==> config.mk <==
export PLATFORM = sky130hd
export DESIGN_NAME = dna_lcp_core_parser_flat
export DESIGN_NICKNAME = d
export VERILOG_FILES = /design/src/hw/rtl/lcp_pkg.sv /design/src/hw/rtl/lcp_if.sv /design/src/hw/rtl/dna_lcp_core_parser.sv /design/src/hw/rtl/lcp_queue.sv /design/src/hw/rtl/lcp_front.sv /design/src/hw/rtl/lcp_back.sv /design/src/flat_wrapper.sv
export SDC_FILE = /design/constraint.sdc
export NUM_CORES = 2
export LEC_CHECK = 0
export BUFFER_PORTS_ARGS = -buffer_cell sky130_fd_sc_hd__clkbuf_2
export CAP_MARGIN = 20
export CORE_MARGIN = 2
export CORE_UTILIZATION = 45
export CTS_CLUSTER_SIZE = 25
export DETAILED_ROUTE_END_ITERATION = 10
export PLACE_DENSITY = 0.65
export SYNTH_ARGS = -nofsm -noshare
export SYNTH_HDL_FRONTEND = slang
export SYNTH_SLANG_ARGS = --single-unit
==> constraint.sdc <==
create_clock -name clk_i -period 27.2 [get_ports clk_i]
set_input_delay 6.8 -clock clk_i [delete_from_list [all_inputs] [get_ports clk_i]]
set_output_delay 6.8 -clock clk_i [all_outputs]
set_load 0.005 [all_outputs]
==> src/hw/rtl/lcp_pkg.sv <==
// Shared types, constants and the nucleotide code table for the LCP core parser.
// No dependencies; every other file imports this package.
package lcp_pkg;

  localparam int unsigned LCP_POSITION_BITS = 32;
  localparam int unsigned LCP_QUEUE_DEPTH   = 4;
  // A single character can finish at most three cores (a gap, a core and a
  // trailing minimum at sequence end).
  localparam int unsigned LCP_BURST_MAX     = 3;

  localparam logic [2:0] INVALID_CODE = 3'd4;

  typedef enum logic [1:0] {
    KIND_GAP = 2'd0,
    KIND_RUN = 2'd1,
    KIND_MIN = 2'd2,
    KIND_MAX = 2'd3
  } core_kind_e;

  typedef struct packed {
    logic [7:0] symbol_byte;
    logic       end_of_sequence;
  } sym_item_t;

  typedef struct packed {
    logic [31:0] core_start;
    logic [31:0] core_end;
    logic [2:0]  first_symbol;
    logic [2:0]  penultimate_symbol;
    logic [2:0]  final_symbol;
    core_kind_e  core_kind;
    logic        last_of_burst;
  } core_item_t;

  function automatic logic [2:0] code_of(input logic [7:0] b);
    logic [2:0] code;
    unique case (b) inside
      8'h00, 8'h41, 8'h61:        code = 3'd0;  // A a
      8'h01, 8'h43, 8'h63:        code = 3'd1;  // C c
      8'h02, 8'h47, 8'h67:        code = 3'd2;  // G g
      8'h03, 8'h54, 8'h74,
      8'h55, 8'h75:               code = 3'd3;  // T t U u
      default:                    code = INVALID_CODE;
    endcase
    return code;
  endfunction

endpackage

==> src/hw/rtl/lcp_if.sv <==
// Channel interfaces of the LCP core parser: symbol input, core output and
// the offset register write port. Depends on lcp_pkg.
interface lcp_sym_if import lcp_pkg::*; ();
  logic      valid;
  logic      ready;
  sym_item_t payload;

  modport source (output valid, output payload, input ready);
  modport sink (input valid, input payload, output ready);
endinterface

interface lcp_core_if import lcp_pkg::*; ();
  logic       valid;
  logic       ready;
  core_item_t payload;

  modport source (output valid, output payload, input ready);
  modport sink (input valid, input payload, output ready);
endinterface

interface lcp_cfg_if ();
  logic        valid;
  logic        ready;
  logic [31:0] wdata;

  modport source (output valid, output wdata, input ready);
  modport sink (input valid, input wdata, output ready);
endinterface

==> src/hw/rtl/dna_lcp_core_parser.sv <==
// Level-one LCP core parser. Accepts one character per cycle while the burst
// queue is not full. A core passes through the burst queue and the output
// register to the channel, three characters behind the character it is decided on.
// Cores go out one per cycle while the channel is ready, so a character finishing
// up to three cores sends them in turn; the burst queue absorbs the difference.
// Reset (async, active low) clears the window, history, queue and offset.
module dna_lcp_core_parser import lcp_pkg::*; #(
  parameter int unsigned POSITION_BITS = LCP_POSITION_BITS,
  parameter int unsigned QUEUE_DEPTH   = LCP_QUEUE_DEPTH
) (
  input  logic       clk_i,
  input  logic       rst_ni,
  lcp_sym_if.sink    sym_chan,
  lcp_core_if.source core_chan,
  lcp_cfg_if.sink    cfg_chan
);

  typedef struct packed {
    logic [POSITION_BITS-1:0] start_pos;
    logic [POSITION_BITS-1:0] end_pos;
    logic [2:0]               first_sym;
    logic [2:0]               pen_sym;
    logic [2:0]               last_sym;
    core_kind_e               kind;
  } core_rec_t;

  typedef struct packed {
    logic [1:0]                          count;
    core_rec_t [LCP_BURST_MAX-1:0]       cores;
  } burst_t;

  logic   push, full, q_valid, q_pop;
  burst_t push_data, q_data;

  lcp_front #(
    .POSITION_BITS (POSITION_BITS),
    .core_rec_t    (core_rec_t),
    .burst_t       (burst_t)
  ) u_front (
    .clk_i    (clk_i),
    .rst_ni   (rst_ni),
    .sym_chan (sym_chan),
    .push_o   (push),
    .burst_o  (push_data),
    .full_i   (full)
  );

  lcp_queue #(
    .entry_t (burst_t),
    .DEPTH   (QUEUE_DEPTH)
  ) u_queue (
    .clk_i   (clk_i),
    .rst_ni  (rst_ni),
    .push_i  (push),
    .data_i  (push_data),
    .full_o  (full),
    .valid_o (q_valid),
    .data_o  (q_data),
    .pop_i   (q_pop)
  );

  lcp_back #(
    .POSITION_BITS (POSITION_BITS),
    .burst_t       (burst_t)
  ) u_back (
    .clk_i     (clk_i),
    .rst_ni    (rst_ni),
    .q_valid_i (q_valid),
    .q_data_i  (q_data),
    .q_pop_o   (q_pop),
    .core_chan (core_chan),
    .cfg_chan  (cfg_chan)
  );

endmodule

==> src/hw/rtl/lcp_queue.sv <==
// Small FIFO of core bursts between the parser front and the output back.
// Depends on lcp_pkg for the default depth.
module lcp_queue import lcp_pkg::*; #(
  parameter type         entry_t = logic,
  parameter int unsigned DEPTH   = LCP_QUEUE_DEPTH
) (
  input  logic   clk_i,
  input  logic   rst_ni,
  input  logic   push_i,
  input  entry_t data_i,
  output logic   full_o,
  output logic   valid_o,
  output entry_t data_o,
  input  logic   pop_i
);

  localparam int unsigned AW = (DEPTH > 1) ? $clog2(DEPTH) : 1;
  localparam int unsigned CW = $clog2(DEPTH + 1);

  entry_t         mem_q [DEPTH];
  logic [AW-1:0]  wr_ptr_q, wr_ptr_d;
  logic [AW-1:0]  rd_ptr_q, rd_ptr_d;
  logic [CW-1:0]  count_q, count_d;

  assign full_o  = (count_q == CW'(DEPTH));
  assign valid_o = (count_q != '0);
  assign data_o  = mem_q[rd_ptr_q];

  always_comb begin
    wr_ptr_d = wr_ptr_q;
    rd_ptr_d = rd_ptr_q;
    count_d  = count_q;
    if (push_i) begin
      wr_ptr_d = (wr_ptr_q == AW'(DEPTH - 1)) ? '0 : wr_ptr_q + 1'b1;
    end
    if (pop_i) begin
      rd_ptr_d = (rd_ptr_q == AW'(DEPTH - 1)) ? '0 : rd_ptr_q + 1'b1;
    end
    if (push_i && !pop_i) begin
      count_d = count_q + 1'b1;
    end else if (!push_i && pop_i) begin
      count_d = count_q - 1'b1;
    end
  end

  always_ff @(posedge clk_i or negedge rst_ni) begin
    if (!rst_ni) begin
      wr_ptr_q <= '0;
      rd_ptr_q <= '0;
      count_q  <= '0;
    end else begin
      wr_ptr_q <= wr_ptr_d;
      rd_ptr_q <= rd_ptr_d;
      count_q  <= count_d;
    end
  end

  always_ff @(posedge clk_i) begin
    if (push_i) begin
      mem_q[wr_ptr_q] <= data_i;
    end
  end

  a_no_overflow: assert property (@(posedge clk_i) disable iff (!rst_ni)
    full_o && !pop_i |-> !push_i)
    else $error("burst pushed into a full queue");

  a_no_underflow: assert property (@(posedge clk_i) disable iff (!rst_ni)
    pop_i |-> valid_o)
    else $error("burst popped from an empty queue");

  a_count_bound: assert property (@(posedge clk_i) disable iff (!rst_ni)
    count_q <= CW'(DEPTH))
    else $error("queue fill count beyond depth");

endmodule

==> src/hw/rtl/lcp_front.sv <==
// Parser front: maps characters, keeps the scan window and run/core history,
// and pushes one burst per character that finishes any core. Depends on lcp_pkg, lcp_if.
module lcp_front import lcp_pkg::*; #(
  parameter int unsigned POSITION_BITS = LCP_POSITION_BITS,
  parameter type         core_rec_t    = logic,
  parameter type         burst_t       = logic
) (
  input  logic    clk_i,
  input  logic    rst_ni,
  lcp_sym_if.sink sym_chan,
  output logic    push_o,
  output burst_t  burst_o,
  input  logic    full_i
);

  localparam int unsigned PB = POSITION_BITS;
  typedef logic [PB-1:0] pos_t;
  localparam pos_t POS_MAX = {PB{1'b1}};

  typedef struct packed {
    logic      set_inv;
    logic      gap_v;
    logic      core_v;
    logic      open_run;
    logic      run_gap;
    core_rec_t gap;
    core_rec_t core;
  } decision_t;

  function automatic pos_t sat_add(input pos_t a, input pos_t b);
    logic [PB:0] s;
    s = {1'b0, a} + {1'b0, b};
    return s[PB] ? POS_MAX : s[PB-1:0];
  endfunction

  function automatic logic gap_wanted(input pos_t i, input logic have_prev,
                                      input pos_t prev_end, input logic have_inv,
                                      input pos_t last_inv);
    logic clean;
    clean = !have_inv || (prev_end != '0 && last_inv < prev_end - pos_t'(1));
    return have_prev && (prev_end < i) && clean;
  endfunction

  // Classify position i from its neighbors am1 .. a3.
  function automatic decision_t decide(input pos_t i, input logic [2:0] am1,
                                       input logic [2:0] a0, input logic [2:0] a1,
                                       input logic [2:0] a2, input logic [2:0] a3,
                                       input logic has3, input logic at_zero,
                                       input logic have_prev, input pos_t prev_end,
                                       input logic [2:0] prev_last,
                                       input logic have_inv, input pos_t last_inv);
    decision_t d;
    logic      gw;
    d  = '0;
    gw = gap_wanted(i, have_prev, prev_end, have_inv, last_inv);
    d.gap.start_pos  = prev_end - pos_t'(1);
    d.gap.end_pos    = sat_add(i, pos_t'(1));
    d.gap.first_sym  = prev_last;
    d.gap.pen_sym    = am1;
    d.gap.last_sym   = a0;
    d.gap.kind       = KIND_GAP;
    d.core.start_pos = i;
    d.core.first_sym = a0;
    if (a0 == INVALID_CODE) begin
      d.set_inv = 1'b1;
    end else if (a0 != a1) begin
      if (a1 == a2) begin
        if (has3 && a3 != a2) begin
          d.core_v        = 1'b1;
          d.core.end_pos  = sat_add(i, pos_t'(4));
          d.core.pen_sym  = a2;
          d.core.last_sym = a3;
          d.core.kind     = KIND_RUN;
        end else if (has3) begin
          d.open_run = 1'b1;
        end
      end else if (a0 > a1 && a1 < a2) begin
        d.core_v        = 1'b1;
        d.core.end_pos  = sat_add(i, pos_t'(3));
        d.core.pen_sym  = a1;
        d.core.last_sym = a2;
        d.core.kind     = KIND_MIN;
      end else if (!at_zero && has3 && a0 < a1 && a1 > a2 && am1 <= a0 && a2 >= a3) begin
        d.core_v        = 1'b1;
        d.core.end_pos  = sat_add(i, pos_t'(3));
        d.core.pen_sym  = a1;
        d.core.last_sym = a2;
        d.core.kind     = KIND_MAX;
      end
    end
    d.gap_v   = d.core_v && gw;
    d.run_gap = gw;
    return d;
  endfunction

  // window: last four codes, index 0 oldest
  logic [3:0][2:0] win_q, win_d;
  pos_t            pos_q, pos_d;
  logic [2:0]      pend_q, pend_d;
  logic            have_prev_q, have_prev_d;
  pos_t            prev_end_q, prev_end_d;
  logic [2:0]      prev_last_q, prev_last_d;
  logic            have_inv_q, have_inv_d;
  pos_t            last_inv_q, last_inv_d;
  logic            run_open_q, run_open_d;
  logic            run_gap_q, run_gap_d;
  pos_t            run_start_q, run_start_d;
  pos_t            run_len_q, run_len_d;
  logic [2:0]      run_first_q, run_first_d;
  logic [2:0]      run_before_q, run_before_d;
  logic [2:0]      run_sym_q, run_sym_d;

  logic       fire, eos;
  logic [2:0] c;
  logic       run_close, run_cont;
  pos_t       run_end;
  logic       b_en, c_en;
  pos_t       i_b, i_c;
  decision_t  dec_b, dec_c;
  logic       inv_b;
  pos_t       last_inv_b;
  core_rec_t  cand [6];
  logic [5:0] cand_v;
  logic [1:0] cnt;

  assign sym_chan.ready = !full_i;
  assign fire = sym_chan.valid && sym_chan.ready;
  assign c    = code_of(sym_chan.payload.symbol_byte);
  assign eos  = sym_chan.payload.end_of_sequence;

  assign run_cont  = run_open_q && (c == run_sym_q);
  assign run_close = run_open_q && (c != run_sym_q);
  assign run_end   = sat_add(sat_add(run_start_q, pos_t'(2)), run_len_q);

  assign b_en = (pend_q >= 3'd3);
  assign c_en = eos && (pend_q >= 3'd2);
  assign i_b  = pos_q - pos_t'(3);
  assign i_c  = pos_q - pos_t'(2);

  assign dec_b = decide(i_b, win_q[0], win_q[1], win_q[2], win_q[3], c, 1'b1,
                        pend_q == 3'd3, have_prev_q, prev_end_q, prev_last_q,
                        have_inv_q, last_inv_q);

  assign inv_b      = have_inv_q || (b_en && dec_b.set_inv);
  assign last_inv_b = (b_en && dec_b.set_inv) ? i_b : last_inv_q;

  // A core at i_b always ends past i_c, so the end-of-sequence decision
  // never needs a gap after it.
  assign dec_c = decide(i_c, win_q[1], win_q[2], win_q[3], c, INVALID_CODE, 1'b0,
                        pend_q == 3'd2, have_prev_q, prev_end_q, prev_last_q,
                        inv_b, last_inv_b);

  always_comb begin
    cand[0].start_pos = prev_end_q - pos_t'(1);
    cand[0].end_pos   = sat_add(run_start_q, pos_t'(1));
    cand[0].first_sym = prev_last_q;
    cand[0].pen_sym   = run_before_q;
    cand[0].last_sym  = run_first_q;
    cand[0].kind      = KIND_GAP;
    cand[1].start_pos = run_start_q;
    cand[1].end_pos   = run_end;
    cand[1].first_sym = run_first_q;
    cand[1].pen_sym   = run_sym_q;
    cand[1].last_sym  = c;
    cand[1].kind      = KIND_RUN;
    cand[2] = dec_b.gap;
    cand[3] = dec_b.core;
    cand[4] = dec_c.gap;
    cand[5] = dec_c.core;
    cand_v = {c_en && dec_c.core_v,
              c_en && dec_c.gap_v && !(b_en && dec_b.core_v),
              b_en && dec_b.core_v,
              b_en && dec_b.gap_v,
              run_close,
              run_close && run_gap_q};
  end

  // pack the finished cores into the low slots, in scan order
  always_comb begin
    burst_o = '0;
    cnt     = 2'd0;
    for (int k = 0; k < 6; k++) begin
      if (cand_v[k] && cnt != 2'(LCP_BURST_MAX)) begin
        burst_o.cores[cnt] = cand[k];
        cnt = cnt + 2'd1;
      end
    end
    burst_o.count = cnt;
  end

  assign push_o = fire && (cnt != 2'd0);

  always_comb begin
    win_d        = win_q;
    pos_d        = pos_q;
    pend_d       = pend_q;
    have_prev_d  = have_prev_q;
    prev_end_d   = prev_end_q;
    prev_last_d  = prev_last_q;
    have_inv_d   = have_inv_q;
    last_inv_d   = last_inv_q;
    run_open_d   = run_open_q;
    run_gap_d    = run_gap_q;
    run_start_d  = run_start_q;
    run_len_d    = run_len_q;
    run_first_d  = run_first_q;
    run_before_d = run_before_q;
    run_sym_d    = run_sym_q;
    if (fire && eos) begin
      // drop all history, next character starts a new sequence
      win_d        = {4{INVALID_CODE}};
      pos_d        = '0;
      pend_d       = 3'd0;
      have_prev_d  = 1'b0;
      prev_end_d   = '0;
      prev_last_d  = INVALID_CODE;
      have_inv_d   = 1'b0;
      last_inv_d   = '0;
      run_open_d   = 1'b0;
      run_gap_d    = 1'b0;
      run_start_d  = '0;
      run_len_d    = '0;
      run_first_d  = INVALID_CODE;
      run_before_d = INVALID_CODE;
      run_sym_d    = INVALID_CODE;
    end else if (fire) begin
      win_d  = {c, win_q[3:1]};
      pos_d  = sat_add(pos_q, pos_t'(1));
      pend_d = (pend_q == 3'd4) ? pend_q : pend_q + 3'd1;
      if (run_cont) begin
        run_len_d = sat_add(run_len_q, pos_t'(1));
      end
      if (run_close) begin
        run_open_d  = 1'b0;
        have_prev_d = 1'b1;
        prev_end_d  = run_end;
        prev_last_d = c;
      end
      if (b_en && dec_b.set_inv) begin
        have_inv_d = 1'b1;
        last_inv_d = i_b;
      end
      if (b_en && dec_b.core_v) begin
        have_prev_d = 1'b1;
        prev_end_d  = dec_b.core.end_pos;
        prev_last_d = dec_b.core.last_sym;
      end
      if (b_en && dec_b.open_run) begin
        run_open_d   = 1'b1;
        run_gap_d    = dec_b.run_gap;
        run_start_d  = i_b;
        run_first_d  = win_q[1];
        run_before_d = win_q[0];
        run_sym_d    = win_q[2];
        run_len_d    = pos_t'(3);
      end
    end
  end

  always_ff @(posedge clk_i or negedge rst_ni) begin
    if (!rst_ni) begin
      win_q        <= {4{INVALID_CODE}};
      pos_q        <= '0;
      pend_q       <= 3'd0;
      have_prev_q  <= 1'b0;
      prev_end_q   <= '0;
      prev_last_q  <= INVALID_CODE;
      have_inv_q   <= 1'b0;
      last_inv_q   <= '0;
      run_open_q   <= 1'b0;
      run_gap_q    <= 1'b0;
      run_start_q  <= '0;
      run_len_q    <= '0;
      run_first_q  <= INVALID_CODE;
      run_before_q <= INVALID_CODE;
      run_sym_q    <= INVALID_CODE;
    end else begin
      win_q        <= win_d;
      pos_q        <= pos_d;
      pend_q       <= pend_d;
      have_prev_q  <= have_prev_d;
      prev_end_q   <= prev_end_d;
      prev_last_q  <= prev_last_d;
      have_inv_q   <= have_inv_d;
      last_inv_q   <= last_inv_d;
      run_open_q   <= run_open_d;
      run_gap_q    <= run_gap_d;
      run_start_q  <= run_start_d;
      run_len_q    <= run_len_d;
      run_first_q  <= run_first_d;
      run_before_q <= run_before_d;
      run_sym_q    <= run_sym_d;
    end
  end

  a_run_needs_full_window: assert property (@(posedge clk_i) disable iff (!rst_ni)
    run_open_q |-> pend_q == 3'd4)
    else $error("run open before the window filled");

  a_invalid_behind_scan: assert property (@(posedge clk_i) disable iff (!rst_ni)
    have_inv_q |-> last_inv_q < pos_q)
    else $error("invalid mark ahead of scan position");

  a_prev_end_floor: assert property (@(posedge clk_i) disable iff (!rst_ni)
    have_prev_q |-> prev_end_q >= pos_t'(3))
    else $error("previous core end too small, gap start would wrap");

endmodule

==> src/hw/rtl/lcp_back.sv <==
// Output back end: holds the offset register, walks the head burst one core
// per cycle while the core channel is ready and drives the registered core channel. Depends on lcp_pkg, lcp_if.
module lcp_back import lcp_pkg::*; #(
  parameter int unsigned POSITION_BITS = LCP_POSITION_BITS,
  parameter type         burst_t       = logic
) (
  input  logic         clk_i,
  input  logic         rst_ni,
  input  logic         q_valid_i,
  input  burst_t       q_data_i,
  output logic         q_pop_o,
  lcp_core_if.source   core_chan,
  lcp_cfg_if.sink      cfg_chan
);

  localparam int unsigned PB = POSITION_BITS;
  localparam int unsigned SW = ((PB > 32) ? PB : 32) + 1;
  localparam logic [SW-1:0] POS_MAX_W = {{(SW - PB){1'b0}}, {PB{1'b1}}};

  function automatic logic [31:0] add_offset(input logic [PB-1:0] a,
                                             input logic [31:0] off);
    logic [SW-1:0] s;
    s = SW'(a) + SW'(off);
    if (s > POS_MAX_W) begin
      s = POS_MAX_W;
    end
    return s[31:0];
  endfunction

  logic [31:0] offset_q;
  logic [1:0]  idx_q, idx_d;
  logic        out_valid_q, out_valid_d;
  core_item_t  out_q;
  logic        load, last;

  assign cfg_chan.ready = 1'b1;

  always_ff @(posedge clk_i or negedge rst_ni) begin
    if (!rst_ni) begin
      offset_q <= '0;
    end else if (cfg_chan.valid) begin
      offset_q <= cfg_chan.wdata;
    end
  end

  assign load    = q_valid_i && (!out_valid_q || core_chan.ready);
  assign last    = (idx_q == q_data_i.count - 2'd1);
  assign q_pop_o = load && last;

  always_comb begin
    idx_d       = idx_q;
    out_valid_d = out_valid_q;
    if (core_chan.ready) begin
      out_valid_d = 1'b0;
    end
    if (load) begin
      out_valid_d = 1'b1;
      idx_d       = last ? 2'd0 : idx_q + 2'd1;
    end
  end

  always_ff @(posedge clk_i or negedge rst_ni) begin
    if (!rst_ni) begin
      idx_q       <= 2'd0;
      out_valid_q <= 1'b0;
    end else begin
      idx_q       <= idx_d;
      out_valid_q <= out_valid_d;
    end
  end

  always_ff @(posedge clk_i) begin
    if (load) begin
      out_q.core_start         <= add_offset(q_data_i.cores[idx_q].start_pos, offset_q);
      out_q.core_end           <= add_offset(q_data_i.cores[idx_q].end_pos, offset_q);
      out_q.first_symbol       <= q_data_i.cores[idx_q].first_sym;
      out_q.penultimate_symbol <= q_data_i.cores[idx_q].pen_sym;
      out_q.final_symbol       <= q_data_i.cores[idx_q].last_sym;
      out_q.core_kind          <= q_data_i.cores[idx_q].kind;
      out_q.last_of_burst      <= last;
    end
  end

  assign core_chan.valid   = out_valid_q;
  assign core_chan.payload = out_q;

  a_mid_burst_head_held: assert property (@(posedge clk_i) disable iff (!rst_ni)
    idx_q != 2'd0 |-> q_valid_i)
    else $error("burst left the queue before all its cores went out");

  a_burst_not_empty: assert property (@(posedge clk_i) disable iff (!rst_ni)
    q_valid_i |-> q_data_i.count != 2'd0 && idx_q < q_data_i.count)
    else $error("core index outside the head burst");

  a_out_held: assert property (@(posedge clk_i) disable iff (!rst_ni)
    out_valid_q && !core_chan.ready |=> out_valid_q && $stable(out_q))
    else $error("core changed while waiting for transfer");

endmodule

==> src/flat_wrapper.sv <==
// flat-port wrapper written by rule: the top's interface ports become plain ports
module dna_lcp_core_parser_flat import lcp_pkg::*;
#(
  parameter int unsigned POSITION_BITS = LCP_POSITION_BITS,
  parameter int unsigned QUEUE_DEPTH   = LCP_QUEUE_DEPTH
)
  (clk_i, rst_ni, sym_chan_valid, sym_chan_payload, sym_chan_ready, core_chan_valid, core_chan_payload, core_chan_ready, cfg_chan_valid, cfg_chan_wdata, cfg_chan_ready);
  lcp_sym_if sym_chan_i ();
  lcp_core_if core_chan_i ();
  lcp_cfg_if cfg_chan_i ();
  input  logic clk_i;
  input  logic rst_ni;
  input wire logic [$bits(sym_chan_i.valid)-1:0] sym_chan_valid;
  input wire logic [$bits(sym_chan_i.payload)-1:0] sym_chan_payload;
  output wire logic [$bits(sym_chan_i.ready)-1:0] sym_chan_ready;
  output wire logic [$bits(core_chan_i.valid)-1:0] core_chan_valid;
  output wire logic [$bits(core_chan_i.payload)-1:0] core_chan_payload;
  input wire logic [$bits(core_chan_i.ready)-1:0] core_chan_ready;
  input wire logic [$bits(cfg_chan_i.valid)-1:0] cfg_chan_valid;
  input wire logic [$bits(cfg_chan_i.wdata)-1:0] cfg_chan_wdata;
  output wire logic [$bits(cfg_chan_i.ready)-1:0] cfg_chan_ready;
  assign sym_chan_i.valid = sym_chan_valid;
  assign sym_chan_i.payload = sym_chan_payload;
  assign sym_chan_ready = sym_chan_i.ready;
  assign core_chan_valid = core_chan_i.valid;
  assign core_chan_payload = core_chan_i.payload;
  assign core_chan_i.ready = core_chan_ready;
  assign cfg_chan_i.valid = cfg_chan_valid;
  assign cfg_chan_i.wdata = cfg_chan_wdata;
  assign cfg_chan_ready = cfg_chan_i.ready;
  dna_lcp_core_parser #(.POSITION_BITS(POSITION_BITS), .QUEUE_DEPTH(QUEUE_DEPTH)) u_core (.clk_i(clk_i), .rst_ni(rst_ni), .sym_chan(sym_chan_i), .core_chan(core_chan_i), .cfg_chan(cfg_chan_i));
endmodule
==> impl_metrics.yaml <==
synthesis:
  synth_nets: 6585
  synth_flop_cell: "edfxtp_1"
  seq_area_frac_synth_pct: 50.4
  synth-async-reset-ratio_pct: 19.1
  syn_inst: 6271
  ys_types: 117
  ys_seq_elements: 1217
  ys_warn_count: 0
  synth_edf_count: 984
  syn_area_sq_um: 70200
  avgSynthCellArea_sq_um: 11.2
timing:
  hold_violations: 0
  max_freq_ghz: 0.0559
  clock_skew_ns: 0.0765
  fin_crit_sh_pct: 65.8
  tightest_slew_ns: 1.32
  period_needed_ns: 17.90
  rsz0062_at_grt: "no"
  setup_viol: 0
  relSlewSlack_pct: 11.5
  slew_violations: 0
  fin_tns_setup_ns: 0
  fin_ws_ns: 9.30
finish:
  drive_above_1_share_pct: 15.5
  final_cell_area_sq_um: 78300
  layout_commonest_cell: "edfxtp_1"
  area_growth_pct: 11.5
  layout_common_cells: "edfxtp_1 (984), nand2_1 (655), o21ai_0 (471)"
  nets: 6641
setup_path:
  setup.worst_path.end_class: "flip-flop"
  critical-path-slowest-cell: "buf_4"
  critPathKind: "primary input to flip-flop"
  cp_max_fo: 63
  cp-start-kind: "primary input"
  slowest_delay_ns: 0.90
  required_ns: 27.58
  crit_arrival_ns: 18.28
run_status:
  status: "finished, final reports clean"
global_routing:
  grt_use_total_pct: 37.9
  antenna_found_initial: 20
  gr-total-overflow: 0
  grt_max_degree: 131
  grt_pass1_wl_mm: 422
  grt_pass1_vias: 53300
routing:
  wl_per_cell_um: 36.0
  antenna_left: 0
  num_vias: 57400
  drt_wl_total_mm: 305
  drc: 0
  via_per_inst: 6.76
  drtIter0Drc: 8427
  drt-pass1-iter-count: 7
floorplanning:
  die-width_um: 399
  fp-row-count: 144
  design.core.area_sq_um: 154000
  ioPinCount: 125
  die_h_um: 399
  die_area_sq_um: 159000
  start_util_pct: 45.5
clock_tree:
  numClockSinks: 1217
  cts_hold_buf: 0
  clk_pin_slew_worst_paths_ns: 0.06
  clockBufferDepth: 3
  cts_root_buffer: "clkbuf_16"
  cts_made_buffers: 133
  clock_latency_ns: 0.80
  h-tree-depth: 4
  cts_tree: "yes"
  post-cts-setup-buffer-count: 0
  ctsResizeCount: 0
placed_design:
  dpl-instance-area_sq_um: 73800
  dp_hpwl_mm: 223
  place.gp.congestion: 1.10
  port_buffers: 123
  dp_slack_ns: 8.79
worst_hold_path:
  hold_class: "flip-flop to flip-flop"
power:
  leakage_nw: 29.2
  ir_drop_mv: 0.0618
  p_int_mw: 4.58
  pwr-share-comb_pct: 50.3
  switchingPower_mw: 3.83
  powerDensity_nw_per_um2: 107
  p_clk_share_pct: 21.7
  seqPwrFrac_pct: 28.0
  netSwitchingFraction_pct: 45.6
flow_run:
  maxCapViolCount: 0
-- worst paths after layout --
check | startpoint | to | slack [ns] | depth (start not counted)
max | sym_chan_payload[3] | u_core.u_queue.mem_q[0][15] | 9.30 | 35
min | u_core.u_front.run_start_q[11] | u_core.u_front.run_start_q[11] | 0.48 | 2
max reg2reg | u_core.u_front.pos_q[2] | u_core.u_queue.mem_q[0][15] | 11.64 | 35
min reg2reg | u_core.u_front.run_start_q[11] | u_core.u_front.run_start_q[11] | 0.48 | 2
max in group asynchronous | rst_ni | u_core.u_front.win_q[9] | 19.61 | 2
min in group asynchronous | rst_ni | u_core.u_front.last_inv_q[20] | 6.15 | 1
-- cell families (layout without fill, tap and decap cells) --
| kind of cell | count (synthesis) | count (layout) | share of synthesized area [%] |
|---|---|---|---|
| compound gates | 1734 | 1734 | 15.8 |
| xor+xnor | 289 | 289 | 3.66 |
| fa+ha+maj | 268 | 268 | 4.82 |
| buf+inv | 576 | 737 | 3.27 |
| flops | 1217 | 1217 | 50.4 |
| mux | 404 | 404 | 9.90 |
| other cells | 1 | 9 | 0.00534 |
| simple gates | 1782 | 1782 | 12.2 |
-- flip-flops by register name, summed over array words and instances (netlist names), 32 cells and up --
name                             flops
u_core.u_back.core_chan.payload     76
u_core.u_front.last_inv_q           32
u_core.u_queue.mem_q               908
u_core.u_front.pos_q                32
u_core.u_front.run_len_q            32
u_core.u_front.prev_end_q           32
u_core.u_front.run_start_q          32
u_core.u_back.offset_q              32
-- cell usage after synthesis (44+ instances only) --
cell	number	area [sq um]
a221oi_1	57	499
a22oi_1	59	443
nand4_1	66	413
clkbuf_1	324	1220
nand2_1	662	2480
o21ai_0	476	2380
nor2_1	392	1470
and3_1	49	307
nor3_1	112	561
and2_1	50	313
mux4_2	227	5110
dfrtp_1	225	5630
nor4_1	54	338
buf_1	48	180
edfxtp_1	984	29500
xnor2_1	157	1380
xor2_1	127	1110
a211oi_1	87	653
o211ai_1	57	428
o31ai_1	46	345
a21o_1	63	473
ha_1	264	3300
nand3_1	153	766
a21oi_1	461	2310
mux2i_1	132	1320
o22ai_1	44	275
buf_2	48	240
a31oi_1	63	394
inv_1	126	473
a22o_1	45	394
-- metal layers --
metal | share of wire, % | up-vias | GRT usage [%]
met3 | 12 | 753 | 12.1
met5 | 0.041 | - | 0
met4 | 6.8 | 18 | 21.5
li1 | - | 24100 | -
met1 | 40 | 28500 | 52.4
met2 | 41 | 3887 | 52.2
-- worst max-delay path: cells and delay by family --
kind | cells | cell delay, ns
fa+ha+maj | 4 | 1.12
mux | 1 | 0.29
simple gates | 13 | 4.25
compound gates | 11 | 2.85
buf+inv | 6 | 2.77
-- metrics by stage --
step	total power, mW	instances	utilization, %	hold WS, ns
after CTS	8.28	8468	50.6	0.486
after floorplan	4.73	6271	-	0.450
after global placement	6.46	8226	47.7	0.463
after detailed placement	6.46	8228	47.8	0.472
after global routing	8.69	8477	50.7	0.518
final	8.41	8484	50.7	0.480
-- power by group through the flow --
stage	logic, mW	clock network [mW]	registers (mW)
after global routing	4.41	1.91	2.37
after global placement	4.07	0	2.39
after detailed placement	4.07	0	2.39
after CTS	4.08	1.84	2.36
final	4.23	1.83	2.36
after floorplan	2.41	0	2.32
-- layout make-up --
cell class / count / area [sq um]
flip-flops and latches: 1217 / 35400
well taps: 2044 / 2560
fillers: 13500 / 76200
clock buffers: 170 / 3540
repair buffers: 356 / 2480
diodes: 8 / 20.0
clock inverters: 70 / 871
inverters: 141 / 529
multi-input cells: 4478 / 32900
(Power assumes the default switching activity.)
